--- config.mk ---
export PLATFORM = sky130hd
export DESIGN_NAME = telemetry_memory_frame_collector
export DESIGN_NICKNAME = d
export VERILOG_FILES = /design/src/design/tmfc_pkg.sv /design/src/design/tmfc_step.sv /design/src/design/telemetry_memory_frame_collector.sv
export SDC_FILE = /design/constraint.sdc
export NUM_CORES = 1
export LEC_CHECK = 0
export BUFFER_PORTS_ARGS = -buffer_cell sky130_fd_sc_hd__buf_2
export CAP_MARGIN = 20
export CORE_MARGIN = 10
export CORE_UTILIZATION = 45
export DETAILED_ROUTE_END_ITERATION = 7
export PLACE_DENSITY_LB_ADDON = 0.08
export SLEW_MARGIN = 20
export SYNTH_ARGS = -nofsm -noshare
export SYNTH_HDL_FRONTEND = slang
export SYNTH_SLANG_ARGS = --single-unit
--- constraint.sdc ---
create_clock -name clk -period 3.45 [get_ports clk]
set_input_delay 0.345 -clock clk [delete_from_list [all_inputs] [get_ports clk]]
set_output_delay 0.345 -clock clk [all_outputs]
set_load 0.01 [all_outputs]
--- src/design/tmfc_pkg.sv ---
// ----------------------------------------------------------------------------
// tmfc_pkg
// Shared types and codes for the telemetry memory frame collector.
// ----------------------------------------------------------------------------
package tmfc_pkg;

  // timer
  localparam int TICK_W        = 12;
  localparam int TIMEOUT_SCALE = 10;
  localparam logic [TICK_W-1:0] TICK_MAX = '1;

  // opcodes
  localparam logic [1:0] OP_START = 2'd0;
  localparam logic [1:0] OP_FRAME = 2'd1;
  localparam logic [1:0] OP_TICK  = 2'd2;

  // frame types
  localparam logic [2:0] FT_MEMORY  = 3'd0;
  localparam logic [2:0] FT_HS_REQ  = 3'd1;
  localparam logic [2:0] FT_MARKER  = 3'd2;
  localparam logic [2:0] FT_HS_CONF = 3'd3;

  // protocol modes
  localparam logic [1:0] MODE_TOLERANT = 2'd0;
  localparam logic [1:0] MODE_STRICT   = 2'd1;

  // completion status
  localparam logic [2:0] ST_SUCCESS     = 3'd0;
  localparam logic [2:0] ST_RX_ERROR    = 3'd1;
  localparam logic [2:0] ST_INTERRUPTED = 3'd2;
  localparam logic [2:0] ST_TIMEOUT     = 3'd3;
  localparam logic [2:0] ST_BAD_TYPE    = 3'd4;

  // configuration register indexes
  localparam logic [1:0] CFG_PROTOCOL_MODE  = 2'd0;
  localparam logic [1:0] CFG_EXPECTED_BYTES = 2'd1;
  localparam logic [1:0] CFG_TIMEOUT_LIMIT  = 2'd2;

  typedef struct packed {
    logic [1:0] opcode;
    logic [2:0] frame_type;
    logic [7:0] frame_data;
  } tmfc_in_t;

  typedef struct packed {
    logic        store_valid;
    logic [15:0] store_index;
    logic [7:0]  store_data;
    logic        done_res;
    logic [2:0]  status;
    logic [15:0] interrupt_count;
  } tmfc_out_t;

  typedef struct packed {
    logic [1:0]  protocol_mode;
    logic [15:0] expected_bytes;
    logic [7:0]  timeout_limit;
  } tmfc_cfg_t;

  typedef struct packed {
    logic              active;
    logic              first_found;
    logic [15:0]       byte_count;
    logic [TICK_W-1:0] elapsed_ticks;
    logic [15:0]       tolerated_count;
  } tmfc_state_t;

endpackage

--- src/design/tmfc_step.sv ---
// ----------------------------------------------------------------------------
// tmfc_step
// Next-state and result logic for one request of the collector.
// ----------------------------------------------------------------------------
module tmfc_step
  import tmfc_pkg::*;
(
  input  tmfc_cfg_t   cfg,
  input  tmfc_state_t st,
  input  tmfc_in_t    req,
  output tmfc_state_t st_nxt,
  output tmfc_out_t   res
);

  logic [16:0]       cnt_inc;
  logic [TICK_W-1:0] tick_inc;
  logic [TICK_W-1:0] tick_limit;

  assign cnt_inc    = {1'b0, st.byte_count} + 17'd1;
  assign tick_inc   = (st.elapsed_ticks < TICK_MAX) ? st.elapsed_ticks + 1'b1
                                                    : st.elapsed_ticks;
  assign tick_limit = {{(TICK_W-8){1'b0}}, cfg.timeout_limit}
                      * TICK_W'(TIMEOUT_SCALE);

  always_comb begin
    st_nxt = st;
    res    = '0;
    case (req.opcode)
      OP_START: begin
        st_nxt.active          = 1'b1;
        st_nxt.first_found     = 1'b0;
        st_nxt.byte_count      = '0;
        st_nxt.elapsed_ticks   = '0;
        st_nxt.tolerated_count = '0;
        if (cfg.protocol_mode > MODE_STRICT) begin
          st_nxt.active = 1'b0;
          res.done_res  = 1'b1;
          res.status    = ST_BAD_TYPE;
        end else if (cfg.expected_bytes == '0) begin
          st_nxt.active = 1'b0;
          res.done_res  = 1'b1;
          res.status    = (cfg.protocol_mode == MODE_TOLERANT) ? ST_RX_ERROR
                                                                : ST_SUCCESS;
        end
      end
      OP_FRAME: begin
        if (st.active) begin
          if (req.frame_type == FT_MEMORY) begin
            st_nxt.first_found = 1'b1;
            st_nxt.byte_count  = cnt_inc[15:0];
            res.store_valid    = 1'b1;
            res.store_index    = st.byte_count;
            res.store_data     = req.frame_data;
            if (cnt_inc >= {1'b0, cfg.expected_bytes}) begin
              st_nxt.active = 1'b0;
              res.done_res  = 1'b1;
              res.status    = ST_SUCCESS;
            end
          end else if (st.first_found) begin
            if (cfg.protocol_mode == MODE_TOLERANT &&
                req.frame_type inside {FT_HS_REQ, FT_MARKER, FT_HS_CONF}) begin
              if (st.tolerated_count != '1) begin
                st_nxt.tolerated_count = st.tolerated_count + 1'b1;
              end
            end else begin
              st_nxt.active = 1'b0;
              res.done_res  = 1'b1;
              res.status    = ST_INTERRUPTED;
            end
          end
        end
      end
      OP_TICK: begin
        if (st.active) begin
          st_nxt.elapsed_ticks = tick_inc;
          if (tick_inc >= tick_limit) begin
            st_nxt.active = 1'b0;
            res.done_res  = 1'b1;
            res.status    = ST_TIMEOUT;
          end
        end
      end
      default: begin
      end
    endcase
    res.interrupt_count = st_nxt.tolerated_count;
  end

endmodule

--- src/design/telemetry_memory_frame_collector.sv ---
// ----------------------------------------------------------------------------
// telemetry_memory_frame_collector
// Collects memory bytes from typed telemetry frames after a start request.
// ----------------------------------------------------------------------------
// The result of an accepted request is registered and shows in out_data in the next cycle.
// Throughput: one request per cycle; the only limit is the result register,
//   which takes a new request whenever it is empty or being drained.
// Reset (rst_n low, synchronous): collection idle, counters and config registers
//   zero, no result pending.
module telemetry_memory_frame_collector
  import tmfc_pkg::*;
(
  input  logic      clk,
  input  logic      rst_n,
  // config write port
  input  logic        cfg_we,
  input  logic [1:0]  cfg_index,
  input  logic [15:0] cfg_wdata,
  // request channel
  input  logic      in_valid,
  output logic      in_stall,
  input  tmfc_in_t  in_data,
  // result channel
  output logic      out_valid,
  input  logic      out_stall,
  output tmfc_out_t out_data
);

  tmfc_cfg_t   cfg_r;
  tmfc_state_t st_r;
  tmfc_state_t st_nxt;
  tmfc_out_t   res_nxt;
  tmfc_out_t   out_data_r;
  logic        out_valid_r;
  logic        in_acc;

  // Result register holds one result; it frees up in the same cycle it is
  // taken, so a new request goes in alongside the drain.
  assign in_stall = out_valid_r & out_stall;
  assign in_acc   = in_valid & ~in_stall;

  // --- config registers ---
  always_ff @(posedge clk) begin
    if (!rst_n) begin
      cfg_r <= '0;
    end else if (cfg_we) begin
      case (cfg_index)
        CFG_PROTOCOL_MODE:  cfg_r.protocol_mode  <= cfg_wdata[1:0];
        CFG_EXPECTED_BYTES: cfg_r.expected_bytes <= cfg_wdata;
        CFG_TIMEOUT_LIMIT:  cfg_r.timeout_limit  <= cfg_wdata[7:0];
        default: begin
        end
      endcase
    end
  end

  // --- per-request update ---
  tmfc_step u_step (
    .cfg    (cfg_r),
    .st     (st_r),
    .req    (in_data),
    .st_nxt (st_nxt),
    .res    (res_nxt)
  );

  // collection state moves only on an accepted request
  always_ff @(posedge clk) begin
    if (!rst_n) begin
      st_r <= '0;
    end else if (in_acc) begin
      st_r <= st_nxt;
    end
  end

  // --- result register ---
  always_ff @(posedge clk) begin
    if (!rst_n) begin
      out_valid_r <= 1'b0;
    end else if (in_acc) begin
      out_valid_r <= 1'b1;
    end else if (!out_stall) begin
      out_valid_r <= 1'b0;
    end
  end

  // payload: no reset needed
  always_ff @(posedge clk) begin
    if (in_acc) begin
      out_data_r <= res_nxt;
    end
  end

  assign out_valid = out_valid_r;
  assign out_data  = out_data_r;

endmodule

# Word level (Yosys, flattened, before mapping)
# Index checks and enable logic that the tools add are counted.
[classes] n_eq_ne=12 n_mux=35 order_cmp=4 div_mod_pow=0 n_shift=0 n_reduce_logical=18 bitwise=3 n_mul=1 addsub=3
[ops] op="2-to-1 mux 16 bit" count=5
[ops] op="2-to-1 mux 4 bit" count=9
[ops] op="case mux 17 bit (2 select lines)" count=1
[ops] op="case mux 16 bit (2 select lines)" count=1
[ops] op="2-to-1 mux 25 bit" count=1
[ops] op="2-to-1 mux 12 bit" count=2
[ops] op="case mux 12 bit (2 select lines)" count=1
[ops] op="2-to-1 mux 18 bit" count=1
[ops] op="adder 16 x 1 -> 17 bit, second input constant" count=1
[ops] op="greater-or-equal comparator 17 x 16 -> 1 bit" count=1
[ops] op="2-to-1 mux 17 bit" count=1
[ops] op="adder 16 x 1 -> 16 bit, second input constant" count=1
[ops] op="logical NOT 16 bit" count=1
[ops] op="!= test 16 bit, second input constant" count=1
[ops] op="adder 12 x 1 -> 12 bit, second input constant" count=1
[ops] op="greater-or-equal comparator 12 bit" count=1
[ops] op="< comparator 12 bit, second input constant" count=1
[ops] op="case mux 4 bit (3 select lines)" count=1
[ops] op="multiplier 8 x 3 -> 11 bit, second input constant" count=1
[ops] op="2-to-1 mux 1 bit" count=11
[ops] op="AND reduction 2 bit" count=5
[ops] op="equality test 3 x 2 -> 1 bit, second input constant" count=2
[ops] op="logical NOT 2 bit" count=3
[ops] op="AND reduction 3 bit" count=2
[ops] op="other kinds (14)" count=21
[word_totals] out_inout_bits=47 word_cells=91 rom_bits=0 latchBits=0 register_bits=118 mem_bits_rw=0 n_memories=0 in_bits=36

# Logic depth before layout (Yosys ltp)
[depth] ltp_word=8 mapped_depth=16 depth_no_buf=16

# By module
# Synthesis repeated with hierarchy kept, for this count alone.
[hier_totals] cells_unflattened=819 hier_area_um2=7412.1
[by_module_without_submodules] module="telemetry_memory_frame_collector" area_each_um2=4271.6 n_inst=1 seq_area_each_um2=2812.7 cells_each=353
[by_module_without_submodules] module="tmfc_step" area_each_um2=3140.5 n_inst=1 seq_area_each_um2=0.0 cells_each=466

# Least setup slack after synthesis
# No wires, ideal clock.
[synth_timing] path_type="register to register" startpoint="register cfg_r[1] in the netlist's numbering" endpoint="register out_data_r, in the netlist out_data[19] (data pin)" arrival_time_ns=3.010 path_stages_with_launch=17 setup_time_ns=0.146 required_ns=3.304 n_path_buf=0 period_less_slack_ns=3.156 slack_ns=0.294 cell_sequence="dfxtp_1 -> ha_1 -> ha_1 -> fa_1 -> a21oi_1 -> nor2_1 -> nor2_1 -> o21bai_1 -> a21oi_1 -> xor2_1 -> ha_1 -> nand2_1 -> o21ai_0 -> nor3_1 -> a211oi_1 -> a21oi_1 -> a21oi_1"
[synth_rtl] element="from (decl)" line="telemetry_memory_frame_collector.sv:29" text="tmfc_cfg_t cfg_r;"
[synth_rtl] element="to (signal assigned)" line="telemetry_memory_frame_collector.sv:89" text="out_data_r <= res_nxt;"
[synth_rtl] element="to (decl)" line="telemetry_memory_frame_collector.sv:33" text="tmfc_out_t out_data_r;"

==> results.tsv <==
stage	metric	value	unit
critical_path	arrival	3.46	ns
finish	nets	887	
grt	grt_usage	16.2	%
critical_path	crit_chain	ha_1 -> and4_1 -> nor3b_2 -> and3_1 -> xor2_1 -> ha_1 -> o21a_1 -> o21ai_0 -> or3b_2 -> o2111ai_1 -> a21oi_1 -> a21oi_1	
critical_path	crit_path_top_delay_cell	or3b_2	
timing	tightest_slew	0.984	ns
placement	dpl-instance-area	7140	um2
clocking	clockRootBuffer	clkbuf_16	
synth	synthSimpleGateAreaFrac	23.6	%
detailed_routing	viasPerCell	5.56	
timing	relSlewSlack	34.2	%
timing	rsz0062_at_grt	yes	
synth	yosysUniqueCellTypes	59	
finish	fill_cells	1340	
detailed_routing	drt_first_pass_iters	5	
synth	synthesis.nets	805	
power	swShare	25.3	%
detailed_routing	routed_wl	16.1	mm
finish	drive_gt1_share	18.8	%
critical_path	cp_max_fo	7	
timing	finalCritPeriodShare	92.6	%
finish	finish.utilization	54.0	%
timing	setup_tns	0	ns
grt	overflow	0	
power	ir_drop	0.292	mV
floorplan	rows	44	
timing	maxSlewViolCount	0	
detailed_routing	ant_nets	0	
clocking	clockBufferDepth	2	
placement	place_congestion	0.854	
clocking	clock_latency	0.42	ns
timing	setup_viol_count_final	0	
synth	synth-edff-count	45	
timing	fin_skew	0.00778	ns
grt	grt_pass1_wl	26.6	mm
finish	antenna_cells	0	
synth	synth_top_family_by_area	simple AND/OR/NAND/NOR gates	
critical_path	slowest_delay	0.49	ns
floorplan	dieArea	19900	um2
placement	hpwlAfterDp	11.9	mm
timing	setup_ws	0.254	ns
floorplan	initial_core_util	45.6	%
power	power.share.clock	50.9	%
detailed_routing	drc	0	
floorplan	io_pins	83	
timing	fmaxAchievable	313	MHz
power	power.leakage	3.28	nW
detailed_routing	drtIter0Drc	352	
clocking	cts_hold_buf	0	
grt	grt_pass1_vias	5395	
power	p_comb_share	7.1	%
synth	ys_ff_latch	118	
clocking	cts_max_level	4	
synth	synth_mux_area_share	2.32	%
run	max-cap-violations	0	
synth	synthTopCellsByArea	dfxtp_1 (22%), edfxtp_1 (21%), ha_1 (8.9%)	
clocking	cts_buffers	17	
power	total_power	3.58	mW
synth	ys_seq_area_share	42.7	%
critical_path	endpoint_kind	register	
timing	period_needed	3.20	ns
placement	port_buffers	82	
power	cellPowerDensity	460	nW/um2
synth	synth.top_cell.area_share	22.2	%
power	switchingPower	0.908	mW
clocking	clk_pin_slew	0.06	ns
finish	fin_area	7790	um2
detailed_routing	wl_per_cell	16.1	um
finish	layout_common_cells	buf_2 (82), nand2_1 (74), dfxtp_1 (73), nor2_1 (66), a21oi_1 (59)	
clocking	cts_setup_buffers	0	
synth	synth_xor_area_share	3.46	%
floorplan	die_width	141	um
synth	yosys.area.top_type	dfxtp_1	
floorplan	coreArea	14400	um2
synth	synthFlopType	dfxtp_1	
worst_hold_path	hp-class	input port to register	
clocking	numClockSinks	118	
finish	area_growth	18.3	%
critical_path	cp.required	3.71	ns
synth	synth_area	6580	um2
critical_path	start_kind	register	
placement	place_ws	0.00411	ns
synth	synth_fa_ha_area_share	9.24	%
power	power.share.sequential	41.9	%
finish	final-seq-area	2810	um2
floorplan	die_h	141	um
finish	multiInputGateArea	3540	um2
outcome	outcome	finished, final reports clean	
timing	hold_viol	0	
clocking	cts_tree	done	
grt	grt_max_degree	32	
critical_path	path_class	register to register	
synth	yosys_warnings	0	
synth	synthCells	721	
synth	async_flop_share	0	%
synth	synth_area_per_cell	9.13	um2
grt	antenna_found_initial	0	
power	intPower	2.67	mW
synth	synth_compound_area_share	14.6	%
detailed_routing	vias	5556	
finish	layout_commonest_cell	buf_2	
-- state kept, by name (all words and copies together), names as in the netlist --
name / cells
st_r: 46
out_data: 45
cfg_r: 26
out_valid: 1
-- worst paths after layout --
path	startpoint	to	slack [ns]	cells past startpoint
hold reg to reg	cfg_r[16]	cfg_r[16]	0.47	2
setup reg to reg	st_r[28]	out_data[19]	0.25	12
hold / removal	in_valid	out_valid	0.15	2
setup / recovery	st_r[28]	out_data[19]	0.25	12
-- kinds of logic after synthesis --
| kind of cell | after synthesis |
|---|---|
| buffers and inverters | 59 |
| DFF | 118 |
| muxes | 15 |
| and+or+nand+nor | 296 |
| adders and majority gates | 48 |
| AOI/OAI and AO/OA | 159 |
| xor gates and xnor gates | 26 |
-- power groups by stage --
stage | clock network [mW] | registers (mW) | logic (mW)
after CTS | 1.86 | 1.50 | 0.256
after floorplan | 0 | 1.54 | 0.144
final | 1.82 | 1.50 | 0.256
after global routing | 1.93 | 1.50 | 0.289
after global placement | 0 | 1.53 | 0.250
after detailed placement | 0 | 1.53 | 0.255
-- cell type report --
cell class                      count  share of cell area [%]
Timing Repair Buffer               92                    6.23
Clock inverter                     15                    2.35
Sequential cell                   118                    36.1
Multi-Input combinational cell    544                    45.4
Inverter                           30                    1.45
Clock buffer                       17                    5.46
Tap cell                          184                    2.96
-- per-stage QoR --
step	std cells	hold WS, ns
after floorplan	721	0.447
after global placement	968	0.465
after detailed placement	968	0.460
after CTS	1000	0.139
after global routing	1000	0.151
final	1000	0.153
-- routing by layer --
metal  part of all wire, %  GRT usage [%]  wire length, um  up-vias
met5                     0              0                0        -
met4                   1.9           6.30              308        0
met3                   5.6           4.23              900       19
met2                    44           25.0             7160      139
met1                    48           21.2             7760     2599
li1                      -              -                -     2799
-- what timing repair did --
action	4_1_cts	5_1_grt
endpoints found under the setup margin	3	4
gates resized for setup	1	9
pin swaps	0	3
-- synthesized netlist by cell type (3+ instances only) --
cell        n
nor2b_1     3
nand2_1    74
o21ai_0    32
mux2i_1    13
nand2b_1    3
a31oi_1    12
nand3b_1    6
nand4_1    14
and2_1      4
o31ai_1     3
o211ai_1    3
nand3_2     4
a211oi_1    5
edfxtp_1   45
buf_2       6
and4_1      8
xor2_1     12
o21a_1      5
a21oi_1    62
ha_1       47
dfxtp_1    73
xnor2_1    14
a22oi_1    14
clkbuf_1   19
nor2_1     67
a21o_1      8
nor4_1      6
and3_1     34
nand3_1    37
o2111ai_1   3
nor3_1     12
or3_1      10
inv_1      29
-- critical path: cells and delay by family, from the launching register on --
kind,cells,cell delay (ns)
fa+ha+maj,2,0.61
simple gates,4,1.27
compound gates,5,0.64
flops,1,0.45
xor+xnor,1,0.09
Note: power is estimated with default switching activity, not from simulation.
